==> src/rtl/core/gthd_pkg.sv <==
package gthd_pkg;

    localparam int StateCountDef = 64;
    localparam int MaxOutBits    = 8;
    localparam int SymW          = 8;
    localparam int SymCap        = (MaxOutBits < SymW) ? MaxOutBits : SymW;
    localparam int LenW          = 4;
    localparam int DistW         = 4;
    localparam int EntStateW     = 6;
    localparam int InDataW       = 24;
    localparam int OutDataW      = 8;

    localparam logic [LenW-1:0] BpsReset = LenW'(2);

    typedef enum logic [1:0] {
        MODE_BIT     = 2'd0,
        MODE_LOAD    = 2'd1,
        MODE_RESTART = 2'd2,
        MODE_NONE    = 2'd3
    } mode_t;

    typedef struct packed {
        logic              decided;
        logic [DistW-1:0]  distance;
    } pick_t;

    function automatic logic [DistW-1:0] ones8(input logic [SymW-1:0] v);
        logic [DistW-1:0] c;
        c = '0;
        for (int i = 0; i < SymW; i++) begin
            c = c + DistW'(v[i]);
        end
        return c;
    endfunction

endpackage

==> src/rtl/core/gthd_ram.sv <==
module gthd_ram #(
    parameter int WIDTH = 14,
    parameter int DEPTH = 64
) (
    input  logic                     clk,
    input  logic                     we,
    input  logic [$clog2(DEPTH)-1:0] waddr,
    input  logic [WIDTH-1:0]         wdata,
    input  logic [$clog2(DEPTH)-1:0] raddr,
    output logic [WIDTH-1:0]         rdata
);

    logic [WIDTH-1:0] mem [DEPTH];

    always_ff @(posedge clk)
    begin
        if (we)
        begin
            mem[waddr] <= wdata;
        end
        rdata <= mem[raddr];
    end

endmodule

==> src/rtl/core/gthd_branch_pick.sv <==
module gthd_branch_pick
    import gthd_pkg::*;
(
    input  logic [SymW-1:0] word,
    input  logic [LenW-1:0] len,
    input  logic [SymW-1:0] sym0,
    input  logic [SymW-1:0] sym1,
    output pick_t           pick
);

    logic [SymW-1:0]  mask;
    logic [DistW-1:0] d0;
    logic [DistW-1:0] d1;

    always_comb
    begin
        mask = SymW'((9'd1 << len) - 9'd1);
        d0   = ones8((word ^ sym0) & mask);
        d1   = ones8((word ^ sym1) & mask);
        if (d0 <= d1)
        begin
            pick.decided  = 1'b0;
            pick.distance = d0;
        end
        else
        begin
            pick.decided  = 1'b1;
            pick.distance = d1;
        end
    end

endmodule

==> src/rtl/core/greedy_trellis_hard_decoder_core.sv <==
// output: the item completing a word registers its result in the output or skid register
// throughput: one item per cycle while the skid register is empty; after each table load,
// input waits while the table memory read port refreshes the entries of the current state
// reset (rst_n low, asynchronous): state, bit position and word cleared, symbol length 2,
// output buffer emptied; table contents stay undefined until loaded
module greedy_trellis_hard_decoder_core
    import gthd_pkg::*;
#(
    parameter int STATE_COUNT = StateCountDef
) (
    input  logic                clk,
    input  logic                rst_n,
    input  logic                s_axis_tvalid,
    output logic                s_axis_tready,
    // rx_bit, entry_state, entry_input, entry_next, entry_output, zero pad
    input  logic [InDataW-1:0]  s_axis_tdata,
    // mode
    input  logic [1:0]          s_axis_tuser,
    output logic                m_axis_tvalid,
    input  logic                m_axis_tready,
    // decided_bit, branch_distance, zero pad
    output logic [OutDataW-1:0] m_axis_tdata,
    input  logic                cfg_we,
    input  logic [LenW-1:0]     cfg_wdata
);

    localparam int StW  = $clog2(STATE_COUNT);
    localparam int EntW = StW + SymW;

    logic [StW-1:0]  mod_tab [64];

    for (genvar i = 0; i < 64; i++)
    begin : g_mod
        assign mod_tab[i] = StW'(i % STATE_COUNT);
    end

    logic [LenW-1:0]       bps_reg;
    logic [StW-1:0]        state_reg, state_next;
    logic [2:0]            pos_reg, pos_next;
    logic [SymW-1:0]       word_reg, word_next;
    logic                  stale_reg, stale_next;
    logic                  m_valid_reg, sk_valid_reg;
    logic [OutDataW-1:0]   m_data_reg, sk_data_reg;

    mode_t                 mode;
    logic                  rx_bit;
    logic [EntStateW-1:0]  entry_state;
    logic                  entry_input;
    logic [EntStateW-1:0]  entry_next;
    logic [SymW-1:0]       entry_output;

    logic                  accept;
    logic                  in_range;
    logic                  we0, we1;
    logic [StW-1:0]        waddr;
    logic [EntW-1:0]       wdata;
    logic [EntW-1:0]       rd0, rd1;
    logic [LenW-1:0]       len;
    logic [SymW-1:0]       word_shift;
    logic                  complete;
    logic                  push;
    logic                  pop;
    pick_t                 pick;
    logic [OutDataW-1:0]   result;

    assign mode         = mode_t'(s_axis_tuser);
    assign rx_bit       = s_axis_tdata[0];
    assign entry_state  = s_axis_tdata[6:1];
    assign entry_input  = s_axis_tdata[7];
    assign entry_next   = s_axis_tdata[13:8];
    assign entry_output = s_axis_tdata[21:14];

    assign s_axis_tready = !stale_reg && !sk_valid_reg;
    assign accept        = s_axis_tvalid && s_axis_tready;

    // table write
    assign in_range = 9'(entry_state) < 9'(STATE_COUNT);
    assign waddr    = StW'(entry_state);
    assign wdata    = {mod_tab[entry_next], entry_output};
    assign we0      = accept && (mode == MODE_LOAD) && in_range && !entry_input;
    assign we1      = accept && (mode == MODE_LOAD) && in_range && entry_input;

    gthd_ram #(.WIDTH(EntW), .DEPTH(STATE_COUNT)) u_ram0 (
        .clk   (clk),
        .we    (we0),
        .waddr (waddr),
        .wdata (wdata),
        .raddr (state_next),
        .rdata (rd0)
    );

    gthd_ram #(.WIDTH(EntW), .DEPTH(STATE_COUNT)) u_ram1 (
        .clk   (clk),
        .we    (we1),
        .waddr (waddr),
        .wdata (wdata),
        .raddr (state_next),
        .rdata (rd1)
    );

    // effective symbol length
    always_comb
    begin
        if (bps_reg == '0)
        begin
            len = LenW'(1);
        end
        else if (bps_reg > LenW'(SymCap))
        begin
            len = LenW'(SymCap);
        end
        else
        begin
            len = bps_reg;
        end
    end

    assign word_shift = {word_reg[SymW-2:0], rx_bit};
    assign complete   = (LenW'(pos_reg) + LenW'(1)) >= len;

    gthd_branch_pick u_pick (
        .word (word_shift),
        .len  (len),
        .sym0 (rd0[SymW-1:0]),
        .sym1 (rd1[SymW-1:0]),
        .pick (pick)
    );

    assign result = {{(OutDataW - 1 - DistW){1'b0}}, pick.distance, pick.decided};

    always_comb
    begin
        state_next = state_reg;
        pos_next   = pos_reg;
        word_next  = word_reg;
        push       = 1'b0;
        stale_next = 1'b0;
        if (accept)
        begin
            case (mode)
                MODE_BIT:
                begin
                    if (complete)
                    begin
                        state_next = pick.decided ? rd1[EntW-1:SymW] : rd0[EntW-1:SymW];
                        pos_next   = '0;
                        word_next  = '0;
                        push       = 1'b1;
                    end
                    else
                    begin
                        pos_next  = pos_reg + 3'd1;
                        word_next = word_shift;
                    end
                end
                MODE_LOAD:
                begin
                    stale_next = 1'b1;
                end
                MODE_RESTART:
                begin
                    state_next = '0;
                    pos_next   = '0;
                    word_next  = '0;
                end
                default:
                begin
                    state_next = state_reg;
                end
            endcase
        end
    end

    assign pop = m_valid_reg && m_axis_tready;

    always_ff @(posedge clk or negedge rst_n)
    begin
        if (!rst_n)
        begin
            bps_reg      <= BpsReset;
            state_reg    <= '0;
            pos_reg      <= '0;
            word_reg     <= '0;
            stale_reg    <= 1'b1;
            m_valid_reg  <= 1'b0;
            sk_valid_reg <= 1'b0;
        end
        else
        begin
            if (cfg_we)
            begin
                bps_reg <= cfg_wdata;
            end
            state_reg <= state_next;
            pos_reg   <= pos_next;
            word_reg  <= word_next;
            stale_reg <= stale_next;
            if (sk_valid_reg)
            begin
                if (pop)
                begin
                    sk_valid_reg <= 1'b0;
                end
            end
            else if (push)
            begin
                if (!m_valid_reg || pop)
                begin
                    m_valid_reg <= 1'b1;
                end
                else
                begin
                    sk_valid_reg <= 1'b1;
                end
            end
            else if (pop)
            begin
                m_valid_reg <= 1'b0;
            end
        end
    end

    always_ff @(posedge clk)
    begin
        if (sk_valid_reg)
        begin
            if (pop)
            begin
                m_data_reg <= sk_data_reg;
            end
        end
        else if (push)
        begin
            if (!m_valid_reg || pop)
            begin
                m_data_reg <= result;
            end
            else
            begin
                sk_data_reg <= result;
            end
        end
    end

    assign m_axis_tvalid = m_valid_reg;
    assign m_axis_tdata  = m_data_reg;

endmodule
==> config.mk <==
export PLATFORM = sky130hd
export DESIGN_NAME = greedy_trellis_hard_decoder_core
export DESIGN_NICKNAME = d
export VERILOG_FILES = /design/src/rtl/core/gthd_pkg.sv /design/src/rtl/core/gthd_ram.sv /design/src/rtl/core/gthd_branch_pick.sv /design/src/rtl/core/greedy_trellis_hard_decoder_core.sv
export SDC_FILE = /design/constraint.sdc
export NUM_CORES = 2
export LEC_CHECK = 0
export BUFFER_PORTS_ARGS = -buffer_cell sky130_fd_sc_hd__buf_4
export CORE_ASPECT_RATIO = 2
export CORE_UTILIZATION = 53
export DETAILED_ROUTE_END_ITERATION = 16
export PLACE_DENSITY = 0.76
export SETUP_SLACK_MARGIN = 0.15
export SYNTH_ARGS = -nofsm -noshare
export SYNTH_HDL_FRONTEND = slang
export SYNTH_SLANG_ARGS = --single-unit
==> constraint.sdc <==
create_clock -name clk -period 6.2 [get_ports clk]
set_input_delay 1.24 -clock clk [delete_from_list [all_inputs] [get_ports clk]]
set_output_delay 1.24 -clock clk [all_outputs]
set_load 0.005 [all_outputs]
# Word level (Yosys, flattened, before mapping)
# Memories as Yosys holds them, arrays and structs flattened. A register that Yosys moved wholly into a read port is not among the register bits.
# Index checks and enable logic that the tools add are counted.
[totals]
regBits = 36
ram_bits = 1792
romBits = 384
wordCells = 99
mem_count = 3
[mem_list]
columns = ["name", "depth", "width", "rd", "rd_clocked_by_memory_dff", "wr", "line", "rtl"]
rows = [
  ["u_ram0.mem", 64, 14, 1, 1, 1, "gthd_ram.sv:13", "logic [WIDTH-1:0] mem [DEPTH];"],
  ["u_ram1.mem", 64, 14, 1, 1, 1, "gthd_ram.sv:13", ""],
  ["(no name shown)", 64, 6, 1, 0, 0, "greedy_trellis_hard_decoder_core.sv:79", "assign wdata = {mod_tab[entry_next], entry_output};"],
]
[op_classes]
addsub = 17
magnitude_cmp = 4
n_eq_ne = 4
n_shift = 1
muxes = 33
n_bitwise = 7
reduce_logical = 21
[op_table]
columns = ["op", "n"]
rows = [
  ["4-bit by 1-bit adder with 4-bit output", 12],
  ["8-bit 2-to-1 mux", 4],
  ["6-bit 2-to-1 mux", 5],
  ["8-bit AND", 2],
  ["1-bit 2-to-1 mux", 16],
  ["8-bit bitwise XOR", 2],
  ["7-bit one-hot mux with 2 select lines", 1],
  ["6-bit one-hot mux with 2 select lines", 1],
  ["3-bit AND reduction", 3],
  ["4-bit 2-to-1 mux", 2],
  ["2-bit nonzero test", 4],
  ["1-bit by 4-bit << shifter with 8-bit output (first input constant)", 1],
  ["8-bit by 1-bit subtractor with 8-bit output (second input constant)", 1],
  ["7-bit greater-or-equal comparator (second input constant)", 1],
  ["7-bit 2-to-1 mux", 1],
  ["6-bit inverter with 7-bit output", 1],
  ["1-bit logical AND", 6],
  ["3-bit one-hot mux with 2 select lines", 1],
  ["5-bit 2-to-1 mux", 1],
  ["1-bit by 1-bit adder with 2-bit output", 2],
  ["3-bit by 1-bit adder with 4-bit output (second input constant)", 1],
  ["4-bit greater-or-equal comparator", 1],
  ["4-bit > comparator (second input constant)", 1],
  ["4-bit <= comparator", 1],
  ["other kinds (11)", 16],
]

# Logic depth before layout (Yosys ltp)
[depth]
ltp_word = 19
mapped_depth = 29
ltp_nobuf = 25

# Cells and area by module
# From an unflattened synthesis, not the netlist that was laid out.
[hier_totals]
cells_unflattened = 3389
area_unflattened_um2 = 72286.8
[modules_own_cells]
columns = ["module", "instances", "cells_each", "area_each_um2", "seq_area_each_um2"]
rows = [
  ["gthd_ram", 2, 1571, 34878.5, 27186.1],
  ["greedy_trellis_hard_decoder_core", 1, 152, 1699.1, 878.3],
  ["gthd_branch_pick", 1, 95, 830.8, 0.0],
]

# Least setup slack after synthesis
# No wires, ideal clock.
[synth_path]
path_kind = "input -> register"
startpoint = "input port s_axis_tdata[0]"
endpoint = "register u_ram1.rdata[12] (read register of u_ram1.mem)"
arrival_ps = 6112
required_ps = 6078
path_slack_ps = -34
cell_stages = 24
n_path_buf = 1
cell_sequence = "xor2_1 -> ha_1 -> inv_1 -> fa_1 -> inv_1 -> fa_1 -> inv_1 -> fa_1 -> fa_1 -> xor2_1 -> ha_1 -> a211oi_2 -> nand2_1 -> nand2_2 -> inv_2 -> o21ai_1 -> a21oi_2 -> inv_2 -> buf_2 -> mux2i_1 -> mux2i_1 -> o211ai_1 -> nand3_1 -> a311o_1"
[synth_lines]
columns = ["element", "line", "rtl"]
rows = [
  ["from (decl)", "greedy_trellis_hard_decoder_core.sv:16", "input logic [InDataW-1:0] s_axis_tdata,"],
  ["to (decl)", "gthd_ram.sv:10", "output logic [WIDTH-1:0] rdata"],
]

# Worst setup path in the final report
[layout_path]
startpoint = "register bps_reg[1]"
endpoint = "register u_ram1.rdata[6] (read register of u_ram1.mem)"
[layout_via]
elab_chain_cells = 19
word_cells_on_any_way = 29
cone_classes = "add/sub (15); order compare (3); shift (1); mux (7); bitwise (2); reduce/logical (1)"
[layout_rtl]
columns = ["element", "line", "rtl"]
rows = [
  ["from (decl)", "greedy_trellis_hard_decoder_core.sv:37", "logic [LenW-1:0] bps_reg;"],
  ["from (signal assigned)", "greedy_trellis_hard_decoder_core.sv:180", "bps_reg <= BpsReset;"],
  ["from (signal assigned)", "greedy_trellis_hard_decoder_core.sv:192", "bps_reg <= cfg_wdata;"],
  ["4-bit > comparator", "greedy_trellis_hard_decoder_core.sv:108", "else if (bps_reg > LenW'(SymCap))"],
  ["4-bit 2-to-1 mux", "greedy_trellis_hard_decoder_core.sv:108", ""],
  ["4-bit 2-to-1 mux *", "greedy_trellis_hard_decoder_core.sv:104", "if (bps_reg == '0)"],
  ["1-bit by 4-bit << shifter with 8-bit output", "gthd_branch_pick.sv:17", "mask = SymW'((9'd1 << len) - 9'd1);"],
  ["8-bit by 1-bit subtractor with 8-bit output", "gthd_branch_pick.sv:17", ""],
  ["8-bit AND (on tied branches)", "gthd_branch_pick.sv:18, gthd_branch_pick.sv:19", ""],
  ["1-bit by 1-bit adder with 2-bit output", "gthd_pkg.sv:31", "c = c + DistW'(v[i]);"],
  ["4-bit by 1-bit adder with 4-bit output (6 in a row)", "gthd_pkg.sv:31", ""],
  ["4-bit <= comparator", "gthd_branch_pick.sv:20", "if (d0 <= d1)"],
  ["5-bit 2-to-1 mux", "gthd_branch_pick.sv:20", ""],
  ["6-bit 2-to-1 mux", "greedy_trellis_hard_decoder_core.sv:145", "state_next = pick.decided ? rd1[EntW-1:SymW] : rd0[EntW-1:SymW];"],
  ["6-bit 2-to-1 mux *", "greedy_trellis_hard_decoder_core.sv:143", "if (complete)"],
  ["6-bit one-hot mux with 2 select lines *", "greedy_trellis_hard_decoder_core.sv:140", "case (mode)"],
  ["6-bit 2-to-1 mux *", "greedy_trellis_hard_decoder_core.sv:138", "if (accept)"],
]
# Every way passes the cells marked *; elsewhere a longest branch is shown, timed or not.
# A chain may end at the register's enable or synchronous reset.

==> flow_summary.json <==
{
  "vias": 50400,
  "outcome": "finished, violations left",
  "synth_common_cells": "1802 x edfxtp_1, 1506 x nand2_1, 653 x nand3_1",
  "drt-initial-drc-count": 6751,
  "grt_pass1_vias": 49900,
  "end_kind": "register",
  "ys.flop_type": "edfxtp_1",
  "cts_buffer_depth": 4,
  "hold_viol": 0,
  "wl_um": 234000,
  "skew_ns": 0.0477,
  "io_buffers": 39,
  "use_met1": 0.334,
  "synth_async_sr_flop_share": 0.0124,
  "critPathTopFamily": "adder cells",
  "power_switching_mw": 17.6,
  "grt_start_max_net_pins": 91,
  "max_freq_mhz": 151,
  "period_minus_slack_ns": 6.64,
  "top_regs": "u_ram0.mem x896, u_ram1.mem x896",
  "worstPathArrival_ns": 7.35,
  "post-synth-top-area-cell": "edfxtp_1",
  "worstPathRequired_ns": 6.92,
  "die_h_um": 527,
  "synth_edf_count": 1802,
  "synth.area.top_cells": "edfxtp_1 74%, nand2_1 7.7%, nand3_1 4.5%",
  "synth_seq_cells": 1853,
  "use_met2": 0.556,
  "met3_usage": 0.0566,
  "maxSlewViolCount": 0,
  "hold_class": "input port to async pin",
  "fin_tns_setup_ns": -7.13,
  "power_density_nw_per_um2": 523,
  "clkPwrFrac": 0.219,
  "ys_warn_count": 0,
  "place.gp.congestion": 0.948,
  "cpMaxStageDelayCell": "fa_1",
  "io_pins": 45,
  "path_class": "register to register",
  "internal_power_mw": 28.8,
  "viasPerCell": 6.44,
  "syn_area_um2": 73100,
  "overflow": 0,
  "syn_inst": 5464,
  "coreArea_um2": 137000,
  "hold_slack_ns": 0.342,
  "grt_usage": 0.326,
  "root_buffer": "clkbuf_16",
  "htree_levels": 4,
  "max_stage_delay_ns": 0.50,
  "violations": "setup timing",
  "grt_antenna_before_repair": 5,
  "p_seq_frac": 0.305,
  "critPathBufInv": 7,
  "syn2layout_area_growth_pct": 21.4,
  "slew_headroom": 0.0257,
  "setup_viol": 28,
  "place_area_um2": 79200,
  "comb_power_share": 0.476,
  "nets": 6025,
  "layout.cells.non_filler": 7819,
  "synth.most_common_cell": "edfxtp_1",
  "cts_sinks": 1853,
  "dpl.hpwl_um": 142000,
  "drc": 0,
  "grt_pass1_wl_um": 327000,
  "peakVddDrop_v": 0.000927,
  "drtAntennaViolNets": 0,
  "switching_share": 0.380,
  "top_usage_layer": "met2",
  "numCtsBuffers": 156,
  "cts.clk_slew.worst_paths_ns": 0.07,
  "first_pass_iters": 7,
  "maxCapViolations": 0,
  "cts_tree": "done",
  "synth.distinct_cells": 70,
  "power_leakage_nw": 30.9,
  "clock_latency_ns": 0.81,
  "fp.dieW_um": 265,
  "dp_cells": 7439,
  "row_count": 192,
  "critPathMaxFanout": 28,
  "final_cell_area_um2": 88800,
  "fin_ws_ns": -0.437,
  "critPathLaunchType": "register",
  "drive_above_1_share": 0.208,
  "fin_crit_sh": 1.07,
  "rsz0062_at_grt": "yes",
  "initial_utilization": 0.534,
  "yosysTopAreaCellShare": 0.740,
  "die_area_um2": 140000,
  "syn_avg_cell_area_um2": 13.4,
  "seq_area_frac_synth": 0.755,
  "wl_per_cell_um": 30.0,
  "tightest_slew_ns": 1.46
}
==> routing by layer <==
metal  part of all wire  wire length, um
met5            0.00022               52
met1               0.29            69000
met3              0.093            21700
met2               0.50           116000
met4               0.12            27100
==> path summary, 6_finish.rpt <==
path,startpoint,endpoint,slack (ns),depth (start not counted)
worst max-delay path,bps_reg[1],u_ram1.rdata[6],-0.44,26
worst min-delay path,rst_n,sk_valid_reg,0.34,1
worst max register to register,bps_reg[1],u_ram1.rdata[6],-0.44,26
worst min register to register,pos_reg[1],pos_reg[1],0.54,1
max in group asynchronous,rst_n,word_reg[2],5.52,1
min in group clk,pos_reg[1],pos_reg[1],0.54,1
==> layout by cell type, fill, tap and decap left out, types with 18 or more instances in the layout <==
cell	instances
nand3_2	62
dfxtp_1	28
dfrtp_1	21
buf_12	90
bufinv_16	24
clkbuf_16	168
a21oi_2	38
nand4_1	53
buf_4	476
a22oi_1	26
o22a_1	20
a211o_1	20
a211oi_1	19
nand3_1	583
mux2i_1	66
edfxtp_1	1802
o211ai_1	43
a31oi_1	84
a22o_1	21
a32oi_1	41
nand2_1	1488
a32oi_2	23
buf_16	36
nor2_1	132
clkbuf_1	19
clkinv_1	33
nor2_2	37
a31oi_2	18
a221oi_2	27
a21oi_1	201
buf_6	55
==> area by class of cell <==
| type | count | area (um2) |
|---|---|---|
| Clock buffer | 180 | 4080 |
| Clock inverter | 84 | 1030 |
| Tap cell | 1746 | 2180 |
| Timing Repair inverter | 1 | 16.3 |
| Antenna cell | 1 | 2.50 |
| Multi-Input combinational cell | 3242 | 18400 |
| Fill cell | 8941 | 48200 |
| Inverter | 25 | 144 |
| Sequential cell | 1853 | 55300 |
| Timing Repair Buffer | 687 | 7620 |
==> power by group through the flow <==
stage	combinational (mW)	sequential (mW)	clock, mW
floorplan	8.24	14.3	0
global placement	16.5	14.4	0
detailed placement	16.7	14.4	0
CTS	20.1	14.2	10.1
global route	22.8	14.2	10.5
finish	22.1	14.2	10.1
==> logic make-up (layout without fill, tap and decap cells) <==
logic type,count (synthesis),after routing,synth area share
muxes,80,80,0.0111
adders and majority gates,24,24,0.00493
xor gates and xnor gates,20,20,0.00240
AOI/OAI and AO/OA,691,691,0.0638
DFF,1853,1853,0.755
buffers and inverters,371,977,0.0230
other,2,5,0.000103
and+or+nand+nor,2423,2423,0.139
==> repair_timing <==
item,in CTS,in global routing
hold endpoints to repair,0,0
pin swaps,128,116
buffers inserted,58,23
hold buffers,0,0
gates cloned,25,9
endpoints found under the setup margin,28,28
resized for setup,343,170
==> through the flow <==
stage	utilization	total power, mW	worst slack (ns)
global route	0.648	47.5	-0.526
CTS	0.638	44.4	-0.242
detailed placement	0.579	31.2	-1.46
finish	0.648	46.4	-0.437
global placement	0.579	31.0	-1.48
floorplan	-	22.6	0.134
Note: power is estimated with default switching activity, not from simulation.
